`src/design/ssm_pkg.sv`:
```
package ssm_pkg;

  localparam int MaxElements = 64;
  localparam int ExpTableBits = 10;
  localparam int IdxW = $clog2(MaxElements);
  localparam int CntW = $clog2(MaxElements + 1);
  localparam logic [16:0] Log2eQ16 = 17'd94548;

  typedef enum logic [3:0] {
    ST_LOAD,
    ST_EXP_RD,
    ST_EXP_MUL,
    ST_EXP_FAC,
    ST_EXP_RND,
    ST_EXP_OUT,
    ST_DIV_RD,
    ST_DIV_LD,
    ST_DIV_RUN,
    ST_EMIT
  } ssm_state_t;

  // 2^-(2^-k) for k = 1..14, Q2.30
  function automatic logic [31:0] exp2_factor(input logic [3:0] k);
    logic [31:0] f;
    case (k)
      4'd1: f = 32'd759250125;
      4'd2: f = 32'd902905651;
      4'd3: f = 32'd984625594;
      4'd4: f = 32'd1028218693;
      4'd5: f = 32'd1050733751;
      4'd6: f = 32'd1062175491;
      4'd7: f = 32'd1067942999;
      4'd8: f = 32'd1070838486;
      4'd9: f = 32'd1072289172;
      4'd10: f = 32'd1073015252;
      4'd11: f = 32'd1073378477;
      4'd12: f = 32'd1073560135;
      4'd13: f = 32'd1073650976;
      4'd14: f = 32'd1073696399;
      default: f = 32'd1073741824;
    endcase
    return f;
  endfunction

endpackage

```
`src/design/ssm_divider.sv`:
```
module ssm_divider (
  input  logic        clk,
  input  logic        rst_n,
  input  logic        start,
  input  logic [32:0] dividend,
  input  logic [22:0] divisor,
  output logic        done,
  output logic [15:0] quotient
);
  import ssm_pkg::*;

  logic [32:0] rem_r, rem_nxt;
  logic [32:0] quo_r, quo_nxt;
  logic [5:0]  step_r, step_nxt;
  logic        busy_r, busy_nxt;
  logic [33:0] trial;

  // one quotient bit per cycle, restoring
  always_comb begin
    rem_nxt  = rem_r;
    quo_nxt  = quo_r;
    step_nxt = step_r;
    busy_nxt = busy_r;
    trial    = '0;
    if (start) begin
      rem_nxt  = '0;
      quo_nxt  = dividend;
      step_nxt = 6'd0;
      busy_nxt = 1'b1;
    end else if (busy_r) begin
      trial = {rem_r, quo_r[32]} - {11'd0, divisor};
      if (!trial[33]) begin
        rem_nxt = trial[32:0];
        quo_nxt = {quo_r[31:0], 1'b1};
      end else begin
        rem_nxt = {rem_r[31:0], quo_r[32]};
        quo_nxt = {quo_r[31:0], 1'b0};
      end
      step_nxt = step_r + 6'd1;
      if (step_r == 6'd32) busy_nxt = 1'b0;
    end
  end

  always_ff @(posedge clk) begin
    if (!rst_n) begin
      busy_r <= 1'b0;
      step_r <= '0;
    end else begin
      busy_r <= busy_nxt;
      step_r <= step_nxt;
    end
    rem_r <= rem_nxt;
    quo_r <= quo_nxt;
  end

  assign done = !busy_r && (step_r == 6'd33);
  assign quotient = (divisor == '0) ? 16'd0 :
                    (quo_r[32:16] != '0) ? 16'hFFFF : quo_r[15:0];
endmodule

```
`config.mk`:
```
export PLATFORM = sky130hd
export DESIGN_NAME = ssm_divider
export DESIGN_NICKNAME = d
export VERILOG_FILES = /design/src/design/ssm_pkg.sv /design/src/design/ssm_divider.sv
export SDC_FILE = /design/constraint.sdc
export NUM_CORES = 1
export LEC_CHECK = 0
export BUFFER_PORTS_ARGS = -buffer_cell sky130_fd_sc_hd__buf_4
export CAP_MARGIN = 20
export CORE_MARGIN = 3
export CORE_UTILIZATION = 50
export CTS_CLUSTER_DIAMETER = 60
export DETAILED_ROUTE_END_ITERATION = 7
export PLACE_DENSITY_LB_ADDON = 0.05
export SYNTH_ARGS = -nofsm -noshare
export SYNTH_HDL_FRONTEND = slang
export SYNTH_SLANG_ARGS = --single-unit
```
`constraint.sdc`:
```
create_clock -name clk -period 6 [get_ports clk]
set_clock_uncertainty 0.2 [all_clocks]
set_input_delay 1.2 -clock clk [delete_from_list [all_inputs] [get_ports clk]]
set_output_delay 1.2 -clock clk [all_outputs]
set_load 0.02 [all_outputs]
```
==> run_results.csv <==
group,metric,value,unit
status,status,"completed",
layout,fin_nets,681,
yosys,synth_fp_nets,617,
timing,period_minus_slack,4290,ps
clock_network,cts.sinks,73,
detailed_routing,viasPerCell,5.58,
layout,fillCellCount,847,
placement,gp_congestion,0.847,
clock_network,path_clk_slew,80,ps
timing,fin_hold_ws,285,ps
placement,port_buffers,75,
worst_setup_path,startpoint_type,"input pin",
detailed_routing,dr.first_iter.drc_count,207,
detailed_routing,num_vias,4071,
layout,insertedDiodeCount,0,
worst_setup_path,cp_cell_sequence,"buf_4, nor4_1, and4_1, nand3_1, o21a_1, buf_4",
yosys,yosys-top-cells-area,"edfxtp_1, dfxtp_1, mux2_2, ha_1, nand2_1",
timing,finalHoldViolCount,0,
detailed_routing,drc,0,
worst_setup_path,crit_slowest_cell,"nand3_1",
timing,tns,0,ps
die,start_util,0.517,
layout,final_core_util,0.610,
pwr,clockPowerShare,0.269,
hold_path,hold_path_class,"register to register",
global_routing,first_global_vias,3868,
yosys,netlist.top_cell.by_area,"edfxtp_1",
worst_setup_path,worstSetupEndpointType,"primary output",
yosys,ys_seq_elements,73,
die,fp.dieH,104,um
worst_setup_path,critPathRequiredTime,4600,ps
clock_network,cts_made_buffers,9,
worst_setup_path,cp.arrival,2890,ps
worst_setup_path,cp_common_cell,"buf_4",
clock_network,clock_latency,350,ps
clock_network,root_buffer,"clkbuf_8",
pwr,p_int,1.04,mW
clock_network,hold_buffers,0,
die,die_width,104,um
worst_setup_path,slowest_delay,500,ps
timing,grt_setup_unrepaired,"false",
detailed_routing,first_pass_iters,5,
layout,multi_input_area,2750,um2
yosys,yosys-top-cells-count,"nand2_1, nor2_1, dfxtp_1, inv_1, edfxtp_1",
yosys,syn_area,4780,um2
job,maxCapViolations,0,
pwr,power.switching,0.520,mW
timing,setup_viol,0,
yosys,synth_cell_types,58,
yosys,synth_edf_count,33,
yosys,netlist_instances,531,
clock_network,cts_setup_buffers,0,
detailed_routing,finalWirelength,11.1,mm
layout,regArea,1790,um2
yosys,yosysSeqAreaShare,0.375,
clock_network,cts_tree,"done",
pwr,powerDensity,277,nW/um2
detailed_routing,avgRoutedWirePerCell,15.2,um
timing,slew_headroom,0.422,
layout,syn_to_final_growth,18.1,%
clock_network,cts_resized,0,
die,rows,35,
placement,post-dp-hpwl,7.95,mm
pwr,comb_power_share,0.328,
global_routing,grt_remaining_overflow,0,
global_routing,grt_pass1_wl,18.4,mm
detailed_routing,antenna_left,0,
layout,finalInstanceArea,5640,um2
yosys,post_synth.cell_area_avg,8.99,um2
timing,slew_violations,0,
die,ioPinCount,76,
timing,fin_crit_sh,0.715,
timing,max_freq,233,MHz
global_routing,antenna_found_initial,0,
yosys,synthMostInstantiatedCell,"nand2_1",
timing,worst_pin_slew,868,ps
worst_setup_path,worstSetupPathType,"input pin to primary output",
die,dieArea,10800,um2
pwr,p_sw_frac,0.333,
die,core_area,9240,um2
clock_network,clock_tree.buffer_depth,2,
worst_setup_path,critical_path.max_fanout,16,
pwr,seq_power_share,0.403,
global_routing,grt_use_total,0.203,
pwr,p_leak,2.32,nW
yosys,async_flop_share,0,
global_routing,grt_max_degree,69,
clock_network,htree_levels,3,
pwr,ir_drop,0.000153,V
placement,placed_area,5430,um2
yosys,yosys_warnings,0,
yosys,synth_top_area_frac,0.207,
yosys,synth_ff_type,"dfxtp_1",
layout,layout-drive-gt1-share,0.225,
metal layers:
metal  routed length, um  vias to the layer above  track usage
li1                    -                     2061            -
met1                5470                     1909        0.288
met2                4970                       95        0.321
met3                 545                        6       0.0449
met4                  79                        0       0.0418
met5                   0                        -            0
worst paths after layout:
kind / depth (start not counted) / slack, ps / end / from
max: 6 / 1710 / quotient[13] / divisor[11]
min: 2 / 290 / step_r[5] / step_r[5]
max reg2reg: 12 / 2230 / rem_r[30] / quo_r[32]
min reg2reg: 2 / 290 / step_r[5] / step_r[5]
state kept, by name (all words and copies together) (netlist names):
name	cells
quo_r	33
rem_r	33
step_r	6
busy_r	1
placed cells by master, fill, tap and decap left out, drive strengths merged, types with 4 or more instances in the layout:
cell,count
buf,78
nand2,60
nor2,49
dfxtp,40
inv,36
edfxtp,33
mux2,32
ha,26
a311oi,24
o21a,22
a21oi,22
o21ai,20
xnor2,19
nor4,12
nand3,10
clkbuf,10
xor2,9
nand4,8
nand2b,7
a21o,6
a211oi,6
or3,5
nor3,5
or2,5
or4,4
layout make-up:
| class | count | share of cell area |
|---|---|---|
| multi-input combinational | 397 | 0.488 |
| sequential | 73 | 0.318 |
| timing repair buffer | 78 | 0.104 |
| tap | 129 | 0.0286 |
| inverter | 36 | 0.0240 |
| clock buffer | 10 | 0.0226 |
| clock inverter | 6 | 0.0149 |
power by group through the flow:
stage	clock [mW]	sequential (mW)	combinational (mW)
floorplan	0	0.624	0.398
global placement	0	0.638	0.506
detailed placement	0	0.639	0.510
CTS	0.430	0.628	0.514
global route	0.452	0.637	0.579
finish	0.421	0.629	0.513
critical path: cells and delay by family:
family / cells / cell delay [ps]
simple gates: 3 / 1100
buf+inv: 2 / 280
compound gates: 1 / 300
cells by family after synthesis:
kind of cell	count (synthesis)	synth area share
AND/OR/NAND/NOR	184	0.188
AO/OA/AOI/OAI	125	0.187
flip-flops	73	0.375
buffers and inverters	61	0.0487
multiplexers	33	0.0775
XOR/XNOR	28	0.0514
adder cells (fa/ha/maj)	27	0.0723
metrics by stage:
step,instances,power (mW),setup slack [ps]
after floorplan,531,1.02,2000
after global placement,713,1.14,1490
after detailed placement,713,1.15,1380
after CTS,729,1.57,1710
after global routing,729,1.67,1330
final,729,1.56,1710
(Power assumes the default switching activity.)
